### config.mk
export PLATFORM = sky130hd
export DESIGN_NAME = integer_to_word_tokens_top
export DESIGN_NICKNAME = d
export VERILOG_FILES = /design/src/itw_pkg.sv /design/src/itw_bcd.sv /design/src/itw_rom.sv /design/src/itw_word.sv /design/src/integer_to_word_tokens_top.sv
export SDC_FILE = /design/constraint.sdc
export NUM_CORES = 1
export LEC_CHECK = 0
export ABC_AREA = 1
export BUFFER_PORTS_ARGS = -buffer_cell sky130_fd_sc_hd__buf_2
export CORE_MARGIN = 1.5
export CORE_UTILIZATION = 30
export CTS_CLUSTER_SIZE = 28
export DETAILED_ROUTE_END_ITERATION = 10
export PLACE_DENSITY = 0.57
export SETUP_SLACK_MARGIN = 0.2
export SYNTH_ARGS = -nofsm -noshare
export SYNTH_HDL_FRONTEND = slang
export SYNTH_SLANG_ARGS = --single-unit
### constraint.sdc
create_clock -name aclk -period 2.6 [get_ports aclk]
set_input_delay 0.26 -clock aclk [delete_from_list [all_inputs] [get_ports aclk]]
set_output_delay 0.26 -clock aclk [all_outputs]
set_load 0.05 [all_outputs]
### src/itw_pkg.sv
// Shared types, constants and word codes for the integer-to-word-tokens block.
// Used by every module under src; depends on nothing.
package itw_pkg;

    localparam int VALUE_W = 31;              // input value width
    localparam int CODE_W  = 5;               // word code width
    localparam int DIGITS  = 10;              // decimal digits of a 31-bit value
    localparam int BCD_W   = 4 * DIGITS;      // packed BCD width
    localparam int GROUPS  = 4;               // base-1000 groups
    localparam int GRP_W   = 12;              // three BCD digits per group
    localparam int CNT_W   = $clog2(VALUE_W + 1);
    localparam int PC_W    = 5;

    // Word codes
    localparam logic [CODE_W-1:0] W_ZERO       = 5'd0;
    localparam logic [CODE_W-1:0] W_TEN        = 5'd10;
    localparam logic [CODE_W-1:0] W_TENS_BASE  = 5'd18;  // plus tens digit 2..9
    localparam logic [CODE_W-1:0] W_HUNDRED    = 5'd28;
    localparam logic [CODE_W-1:0] W_SCALE_BASE = 5'd28;  // plus group 1..3

    // Program layout
    localparam logic [PC_W-1:0] PC_SHIFT = 5'd0;
    localparam logic [PC_W-1:0] PC_G3    = 5'd1;
    localparam logic [PC_W-1:0] PC_G2    = 5'd6;
    localparam logic [PC_W-1:0] PC_G1    = 5'd11;
    localparam logic [PC_W-1:0] PC_G0    = 5'd16;
    localparam logic [PC_W-1:0] PC_END   = 5'd20;

    typedef enum logic [2:0] {
        OP_SHIFT   = 3'd0,
        OP_HDIGIT  = 3'd1,
        OP_HUNDRED = 3'd2,
        OP_TENS    = 3'd3,
        OP_UNITS   = 3'd4,
        OP_SCALE   = 3'd5,
        OP_END     = 3'd6
    } op_t;

    typedef enum logic [1:0] {
        C_NEVER      = 2'd0,
        C_MORE_BITS  = 2'd1,
        C_GROUP_ZERO = 2'd2
    } cond_t;

    // One control word of the program
    typedef struct packed {
        op_t             op;
        cond_t           cond;
        logic [1:0]      grp;
        logic [PC_W-1:0] target;
    } ctl_t;

    // Word decode result for the current step
    typedef struct packed {
        logic              emit;
        logic [CODE_W-1:0] code;
        logic              group_zero;
    } word_t;

endpackage

### src/itw_bcd.sv
// Binary to BCD converter, one input bit per shift (shift-and-add-3).
// Depends on itw_pkg.
module itw_bcd
    import itw_pkg::*;
(
    input  logic               aclk,
    input  logic               load,
    input  logic               shift,
    input  logic [VALUE_W-1:0] value,
    output logic [BCD_W-1:0]   bcd
);

    logic [VALUE_W-1:0] bin_reg;
    logic [VALUE_W-1:0] bin_next;
    logic [BCD_W-1:0]   bcd_reg;
    logic [BCD_W-1:0]   bcd_next;
    logic [BCD_W-1:0]   adj;

    // Correct every digit of five or more, then shift in the next bit
    always_comb begin
        for (int d = 0; d < DIGITS; d++) begin
            if (bcd_reg[4*d +: 4] >= 4'd5) begin
                adj[4*d +: 4] = bcd_reg[4*d +: 4] + 4'd3;
            end else begin
                adj[4*d +: 4] = bcd_reg[4*d +: 4];
            end
        end
        bcd_next = bcd_reg;
        bin_next = bin_reg;
        if (load) begin
            bcd_next = '0;
            bin_next = value;
        end else if (shift) begin
            bcd_next = {adj[BCD_W-2:0], bin_reg[VALUE_W-1]};
            bin_next = {bin_reg[VALUE_W-2:0], 1'b0};
        end
    end

    always_ff @(posedge aclk) begin
        bcd_reg <= bcd_next;
        bin_reg <= bin_next;
    end

    assign bcd = bcd_reg;

endmodule

### src/itw_rom.sv
// Microcode store: one control word per program step.
// Depends on itw_pkg.
module itw_rom
    import itw_pkg::*;
(
    input  logic [PC_W-1:0] pc,
    output ctl_t            ctl
);

    function automatic ctl_t mk(op_t op, cond_t cond, logic [1:0] grp,
                                logic [PC_W-1:0] target);
        ctl_t c;
        c.op     = op;
        c.cond   = cond;
        c.grp    = grp;
        c.target = target;
        return c;
    endfunction

    // Convert, then walk the groups from billions down; a zero group jumps ahead
    always_comb begin
        unique case (pc)
            PC_SHIFT:     ctl = mk(OP_SHIFT,   C_MORE_BITS,  2'd0, PC_SHIFT);
            PC_G3:        ctl = mk(OP_HDIGIT,  C_GROUP_ZERO, 2'd3, PC_G2);
            PC_G3 + 5'd1: ctl = mk(OP_HUNDRED, C_NEVER,      2'd3, PC_END);
            PC_G3 + 5'd2: ctl = mk(OP_TENS,    C_NEVER,      2'd3, PC_END);
            PC_G3 + 5'd3: ctl = mk(OP_UNITS,   C_NEVER,      2'd3, PC_END);
            PC_G3 + 5'd4: ctl = mk(OP_SCALE,   C_NEVER,      2'd3, PC_END);
            PC_G2:        ctl = mk(OP_HDIGIT,  C_GROUP_ZERO, 2'd2, PC_G1);
            PC_G2 + 5'd1: ctl = mk(OP_HUNDRED, C_NEVER,      2'd2, PC_END);
            PC_G2 + 5'd2: ctl = mk(OP_TENS,    C_NEVER,      2'd2, PC_END);
            PC_G2 + 5'd3: ctl = mk(OP_UNITS,   C_NEVER,      2'd2, PC_END);
            PC_G2 + 5'd4: ctl = mk(OP_SCALE,   C_NEVER,      2'd2, PC_END);
            PC_G1:        ctl = mk(OP_HDIGIT,  C_GROUP_ZERO, 2'd1, PC_G0);
            PC_G1 + 5'd1: ctl = mk(OP_HUNDRED, C_NEVER,      2'd1, PC_END);
            PC_G1 + 5'd2: ctl = mk(OP_TENS,    C_NEVER,      2'd1, PC_END);
            PC_G1 + 5'd3: ctl = mk(OP_UNITS,   C_NEVER,      2'd1, PC_END);
            PC_G1 + 5'd4: ctl = mk(OP_SCALE,   C_NEVER,      2'd1, PC_END);
            PC_G0:        ctl = mk(OP_HDIGIT,  C_GROUP_ZERO, 2'd0, PC_END);
            PC_G0 + 5'd1: ctl = mk(OP_HUNDRED, C_NEVER,      2'd0, PC_END);
            PC_G0 + 5'd2: ctl = mk(OP_TENS,    C_NEVER,      2'd0, PC_END);
            PC_G0 + 5'd3: ctl = mk(OP_UNITS,   C_NEVER,      2'd0, PC_END);
            default:      ctl = mk(OP_END,     C_NEVER,      2'd0, PC_END);
        endcase
    end

endmodule

### src/itw_word.sv
// Word datapath: picks a group's digits and forms the word for one step.
// Depends on itw_pkg.
module itw_word
    import itw_pkg::*;
(
    input  ctl_t             ctl,
    input  logic [BCD_W-1:0] bcd,
    output word_t            word
);

    logic [GROUPS*GRP_W-1:0] bcd_ext;
    logic [GRP_W-1:0]        grp_bits;
    logic [3:0]              h;
    logic [3:0]              t;
    logic [3:0]              u;

    assign bcd_ext  = {{(GROUPS*GRP_W-BCD_W){1'b0}}, bcd};
    assign grp_bits = bcd_ext[ctl.grp*GRP_W +: GRP_W];
    assign h        = grp_bits[11:8];
    assign t        = grp_bits[7:4];
    assign u        = grp_bits[3:0];

    // Decide whether this step produces a word, and which
    always_comb begin
        word.group_zero = (grp_bits == '0);
        word.emit       = 1'b0;
        word.code       = W_ZERO;
        unique case (ctl.op)
            OP_HDIGIT: begin
                word.emit = (h != 4'd0);
                word.code = {1'b0, h};
            end
            OP_HUNDRED: begin
                word.emit = (h != 4'd0);
                word.code = W_HUNDRED;
            end
            OP_TENS: begin
                word.emit = (t != 4'd0);
                if (t == 4'd1) begin
                    word.code = W_TEN + {1'b0, u};
                end else begin
                    word.code = W_TENS_BASE + {1'b0, t};
                end
            end
            OP_UNITS: begin
                word.emit = (t != 4'd1) && (u != 4'd0);
                word.code = {1'b0, u};
            end
            OP_SCALE: begin
                word.emit = 1'b1;
                word.code = W_SCALE_BASE + {3'b0, ctl.grp};
            end
            OP_SHIFT, OP_END: begin
                word.emit = 1'b0;
            end
            default: begin
                word.emit = 1'b0;
            end
        endcase
    end

endmodule

### src/integer_to_word_tokens_top.sv
// Integer to English word codes, microcoded sequencer over a BCD datapath.
// Sequence: one conversion step per input bit, then one step per program word; output stalls
// hold the sequencer, and a new value is accepted only once the end step has run.
// Throughput: one value at a time; words leave one per cycle at most, last flagged.
// Reset: aresetn synchronous, active low; clears the sequencer and output valid.
// Depends on itw_pkg, itw_bcd, itw_rom, itw_word.
module integer_to_word_tokens_top
    import itw_pkg::*;
(
    input  logic               aclk,
    input  logic               aresetn,
    input  logic               s_valid,
    output logic               s_ready,
    input  logic [VALUE_W-1:0] s_value,
    output logic               m_valid,
    input  logic               m_ready,
    output logic [CODE_W-1:0]  m_word_code,
    output logic               m_last_word
);

    logic              busy_reg, busy_next;
    logic [PC_W-1:0]   pc_reg, pc_next;
    logic [CNT_W-1:0]  cnt_reg, cnt_next;
    logic              pend_valid_reg, pend_valid_next;
    logic [CODE_W-1:0] pend_code_reg, pend_code_next;
    logic              m_valid_reg, m_valid_next;
    logic [CODE_W-1:0] m_code_reg, m_code_next;
    logic              m_last_reg, m_last_next;

    ctl_t              ctl;
    word_t             word;
    logic [BCD_W-1:0]  bcd;
    logic              accept;
    logic              out_free;
    logic              is_end;
    logic              do_emit;
    logic              push_out;
    logic              step_go;
    logic              jump;

    itw_rom u_rom (
        .pc  (pc_reg),
        .ctl (ctl)
    );

    itw_bcd u_bcd (
        .aclk  (aclk),
        .load  (accept),
        .shift (step_go && (ctl.op == OP_SHIFT)),
        .value (s_value),
        .bcd   (bcd)
    );

    itw_word u_word (
        .ctl  (ctl),
        .bcd  (bcd),
        .word (word)
    );

    assign s_ready  = !busy_reg;
    assign accept   = s_valid && s_ready;
    assign out_free = !m_valid_reg || m_ready;
    assign is_end   = busy_reg && (ctl.op == OP_END);
    assign do_emit  = busy_reg && word.emit;
    // A new word pushes the held one out; the end step flushes it as last, or a zero word if none is held
    assign push_out = (do_emit && pend_valid_reg) || is_end;
    assign step_go  = busy_reg && (!push_out || out_free);

    // Evaluate the jump condition of the current step
    always_comb begin
        unique case (ctl.cond)
            C_MORE_BITS:  jump = (cnt_reg != CNT_W'(1));
            C_GROUP_ZERO: jump = word.group_zero;
            C_NEVER:      jump = 1'b0;
            default:      jump = 1'b0;
        endcase
    end

    // Advance the sequencer, hold one word back to know which is last
    always_comb begin
        busy_next       = busy_reg;
        pc_next         = pc_reg;
        cnt_next        = cnt_reg;
        pend_valid_next = pend_valid_reg;
        pend_code_next  = pend_code_reg;
        m_valid_next    = m_valid_reg && !m_ready;
        m_code_next     = m_code_reg;
        m_last_next     = m_last_reg;
        if (accept) begin
            busy_next = 1'b1;
            pc_next   = PC_SHIFT;
            cnt_next  = CNT_W'(VALUE_W);
        end
        if (step_go) begin
            pc_next = jump ? ctl.target : pc_reg + PC_W'(1);
            if (ctl.op == OP_SHIFT) begin
                cnt_next = cnt_reg - CNT_W'(1);
            end
            if (push_out) begin
                m_valid_next = 1'b1;
                m_code_next  = pend_valid_reg ? pend_code_reg : W_ZERO;
                m_last_next  = is_end;
            end
            if (do_emit) begin
                pend_valid_next = 1'b1;
                pend_code_next  = word.code;
            end
            if (is_end) begin
                pend_valid_next = 1'b0;
                busy_next       = 1'b0;
            end
        end
    end

    always_ff @(posedge aclk) begin
        if (!aresetn) begin
            busy_reg       <= 1'b0;
            pc_reg         <= PC_SHIFT;
            cnt_reg        <= '0;
            pend_valid_reg <= 1'b0;
            m_valid_reg    <= 1'b0;
        end else begin
            busy_reg       <= busy_next;
            pc_reg         <= pc_next;
            cnt_reg        <= cnt_next;
            pend_valid_reg <= pend_valid_next;
            m_valid_reg    <= m_valid_next;
        end
        pend_code_reg <= pend_code_next;
        m_code_reg    <= m_code_next;
        m_last_reg    <= m_last_next;
    end

    assign m_valid     = m_valid_reg;
    assign m_word_code = m_code_reg;
    assign m_last_word = m_last_reg;

    // A held-back word exists only while a value is in progress
    a_pend_busy: assert property (@(posedge aclk) disable iff (!aresetn)
        pend_valid_reg |-> busy_reg)
        else $error("held word outside a busy run");

    // The program counter never runs past the end step
    a_pc_range: assert property (@(posedge aclk) disable iff (!aresetn)
        busy_reg |-> (pc_reg <= PC_END))
        else $error("program counter out of range");

    // Conversion never shifts with an empty bit count
    a_cnt_live: assert property (@(posedge aclk) disable iff (!aresetn)
        (busy_reg && (ctl.op == OP_SHIFT)) |-> (cnt_reg != '0))
        else $error("shift with no bits left");

    // A finished run leaves its last word on the output
    a_end_last: assert property (@(posedge aclk) disable iff (!aresetn)
        (is_end && step_go) |=> (m_valid_reg && m_last_reg && !pend_valid_reg))
        else $error("end step did not flush the last word");

endmodule

==> metrics.md <==
| Metric | Value |
|---|---|
| Initial antenna violation count | 0 |
| Placement Rows | 51 |
| Clock latency on the worst-skew pair | 370 ps |
| Worst Max-Slew Pin Slew | 554 ps |
| Drt wl/cell | 12.7 µm |
| Area leader, netlist | dfxtp_1 |
| Starting density of the core | 30.9% |
| Pre-Repair DR Iteration Count | 4 |
| Syn-to-layout area delta | 33.5% |
| Max reg flops | 40 |
| Setup TNS | -10.5 ps |
| Post-synth EDFFs | 42 |
| Setup ws final | -10.5 ps |
| Overall Global Routing Usage | 13.8% |
| IO Pins | 43 |
| Pin count of the biggest net entering global routing | 47 |
| Final count of pins violating max slew | 0 |
| Failing checks | setup timing |
| First-pass GRT wire length | 23,700 µm |
| Worst-path maximum fanout | 11 |
| Synth cell types | 41 |
| Startpoint Class | flip-flop |
| Worst-case vdd ir drop | 0.493 mV |
| R2R depth | 24 |
| H-tree levels | 3 |
| Syn nets | 866 |
| Sw power | 0.00370 W |
| Detailed Place HPWL | 10,400 µm |
| Ys async rst share | 0% |
| Final hold vios | 0 |
| Sequential share of the synthesized area | 41.9% |
| Via count | 5,373 |
| Yosys reg bits | 106 |
| HP Class | input pin to flip-flop |
| Placed Instances | 1,150 |
| Synth Instances | 796 |
| Fraction of layout cells with a size suffix above 1 | 27.7% |
| Fin Hold WS | 148 ps |
| FMAX | 383 MHz |
| Status | finished with violations |
| Critical Path AT | 2870 ps |
| Crit path required time | 2860 ps |
| Yosys Warn Count | 0 |
| RSZ-0062 raised after global routing | yes |
| Vias in the first global route | 4,972 |
| Dominant synthesized flop cell | dfxtp_1 |
| Synth top area cells | dfxtp_1 (21%), edfxtp_1 (21%), nand2_1 (14%), ha_1 (7.2%), inv_1 (6.6%) |
| TritonCTS clock tree | built |
| Minimum clock period | 2610 ps |
| Initial DRC count | 280 |
| Final core utilization | 41.2% |
| CTS Buf Count | 9 |
| Int Pwr | 0.00511 W |
| Root Driver | clkbuf_16 |
| Clock Path Buffers | 2 |
| Max_slew headroom | 62.8% |
| Comb pwr share | 52.9% |
| CTS Hold Buffers Added | 0 |
| Cell area after layout | 8100 µm² |
| DRC viols | 0 |
| Leakage | 3.79 nW |
| Port Buf Inserts | 42 |
| Sw frac | 42.0% |
| Worst-path clk slew | 90 ps |
| Seq pwr share | 30.6% |
| Critical path type | flip-flop to flip-flop |
| ANT cells | 0 |
| Clock Power Share | 16.5% |
| Die height | 145 µm |
| Final cycle utilization of the critical path | 100% |
| Non-Filler Instances | 1,195 |
| RD Place Congestion | 0.869 |
| Total Routed Length | 15,200 µm |
| PwrDens | 1090 nW/µm² |
| Critical Path End Type | flip-flop |
| Clock Sinks | 106 |
| Layout Nets | 995 |
| Syn avg cell area | 7.62 µm² |
| Via-to-Cell Ratio | 4.50 |
| Placed Area | 7150 µm² |
| Chip width | 145 µm |
| Fin Clk Skew | 16.4 ps |
| Max-Cap Viols | 0 |
| Worst Hold Path Cells | 3 |
| Final setup violation count | 1 |
| Routed Antenna Nets | 0 |
| Post-Syn Area | 6070 µm² |
| Grt ovf | 0 |
| Die ar. | 21,100 µm² |
| Top cell type's share of synthesized area | 21.1% |
| CORE AREA | 19,700 µm² |
==> layer usage <==
metal / track usage, % / share of wire (%) / vias up / routed length (µm)
li1: - / - / 2862 / -
met1: 19.0 / 50 / 2401 / 7600
met2: 21.1 / 45 / 89 / 6800
met3: 3.62 / 3.6 / 21 / 541
met4: 4.03 / 1.7 / 0 / 257
met5: 0 / 0 / - / 0
==> synth_stat cells, types with 2 or more instances <==
cell type,instances
a21oi_1,47
a221oi_1,3
buf_2,9
buf_6,4
clkbuf_1,13
dfxtp_1,64
edfxtp_1,42
ha_1,35
inv_1,106
inv_2,3
nand2_1,220
nand2_2,11
nand2_4,4
nand3_1,55
nand3_2,4
nand3b_1,4
nand4_1,5
nor2_1,31
nor2_2,2
nor2_4,2
nor3_1,6
o2111ai_1,2
o211ai_1,2
o21ai_0,79
o21ai_1,5
o21ai_2,2
o31ai_1,9
xnor2_1,2
xor2_1,13
==> path summary, 6_finish.rpt <==
| check | startpoint | end | slack, ps |
|---|---|---|---|
| worst max-delay path | u_rom.ctl[5] | u_rom.ctl[9] | -10 |
| worst min register to register | cnt_reg[0] | cnt_reg[0] | 490 |
| worst max register to register | u_rom.ctl[5] | u_rom.ctl[9] | -10 |
| worst min-delay path | s_value[20] | u_bcd.bin_reg[20] | 150 |
==> cell families (layout without fill, tap and decap cells) <==
logic type | count (synthesis) | in the layout | synth area share, %
AND/OR/NAND/NOR | 349 | 350 | 25.7
AO/OA/AOI/OAI | 153 | 153 | 13.7
buffers and inverters | 138 | 271 | 9.32
flip-flops | 106 | 106 | 41.9
adder cells (fa/ha/maj) | 35 | 35 | 7.22
XOR/XNOR | 15 | 15 | 2.17
==> stage by stage <==
stage	total power, W	setup slack (ps)
after floorplan	0.00520	183
after global placement	0.00660	-77.7
after detailed placement	0.00664	-129
after CTS	0.00824	41.2
after global routing	0.00953	-178
final	0.00880	-10.5
==> layout by cell type (no fill, tap or decap), drive strengths merged, types with 35 or more instances in the layout <==
| cell type | instances |
|---|---|
| a21oi | 48 |
| inv | 114 |
| nand2 | 237 |
| o21ai | 86 |
| buf | 136 |
| ha | 35 |
| edfxtp | 42 |
| nand3 | 60 |
| nor2 | 35 |
| dfxtp | 64 |
==> what timing repair did <==
item,CTS,global route
setup endpoints to repair,92,92
pin swaps,5,20
buffers inserted,2,16
gates cloned,1,10
gates resized for setup,25,64
==> power by group through the flow <==
stage / Clock [W] / Sequential, W / Combinational, W
6_report: 0.00145 / 0.00269 / 0.00466
5_1_grt: 0.00155 / 0.00277 / 0.00521
4_1_cts: 0.00149 / 0.00268 / 0.00408
3_5_place_dp: 0 / 0.00271 / 0.00393
3_3_place_gp: 0 / 0.00271 / 0.00389
2_1_floorplan: 0 / 0.00259 / 0.00261
==> critical path, cell delays in order, from the launching register on <==
cell and delay (ps):
dfxtp_4 390, buf_12 160, inv_16 50, nand2_2 60, nand3_2 60, nand2_2 110
nor2_4 50, buf_4 140, nand2_4 50, nand3_2 70, nand3_2 80, nand3_2 60
nand2_2 110, nand2_4 90, nand2_8 100, nand3_2 80, nand2_2 100, nand2_4 80
ha_4 260, inv_2 60, nand3_1 70, nand3_1 100, nand2_1 50, nand2_1 50
nand2_1 50
==> area by class of cell <==
cell class,instances,area [µm²]
sequential,106,2550
fill,2055,11600
clock inverter,7,96.3
timing repair buffer,144,1250
clock buffer,9,225
timing repair inverter,1,11.3
inverter,110,438
tap,265,332
multi-input combinational,553,3200
Power figures use the tool's default switching activity.
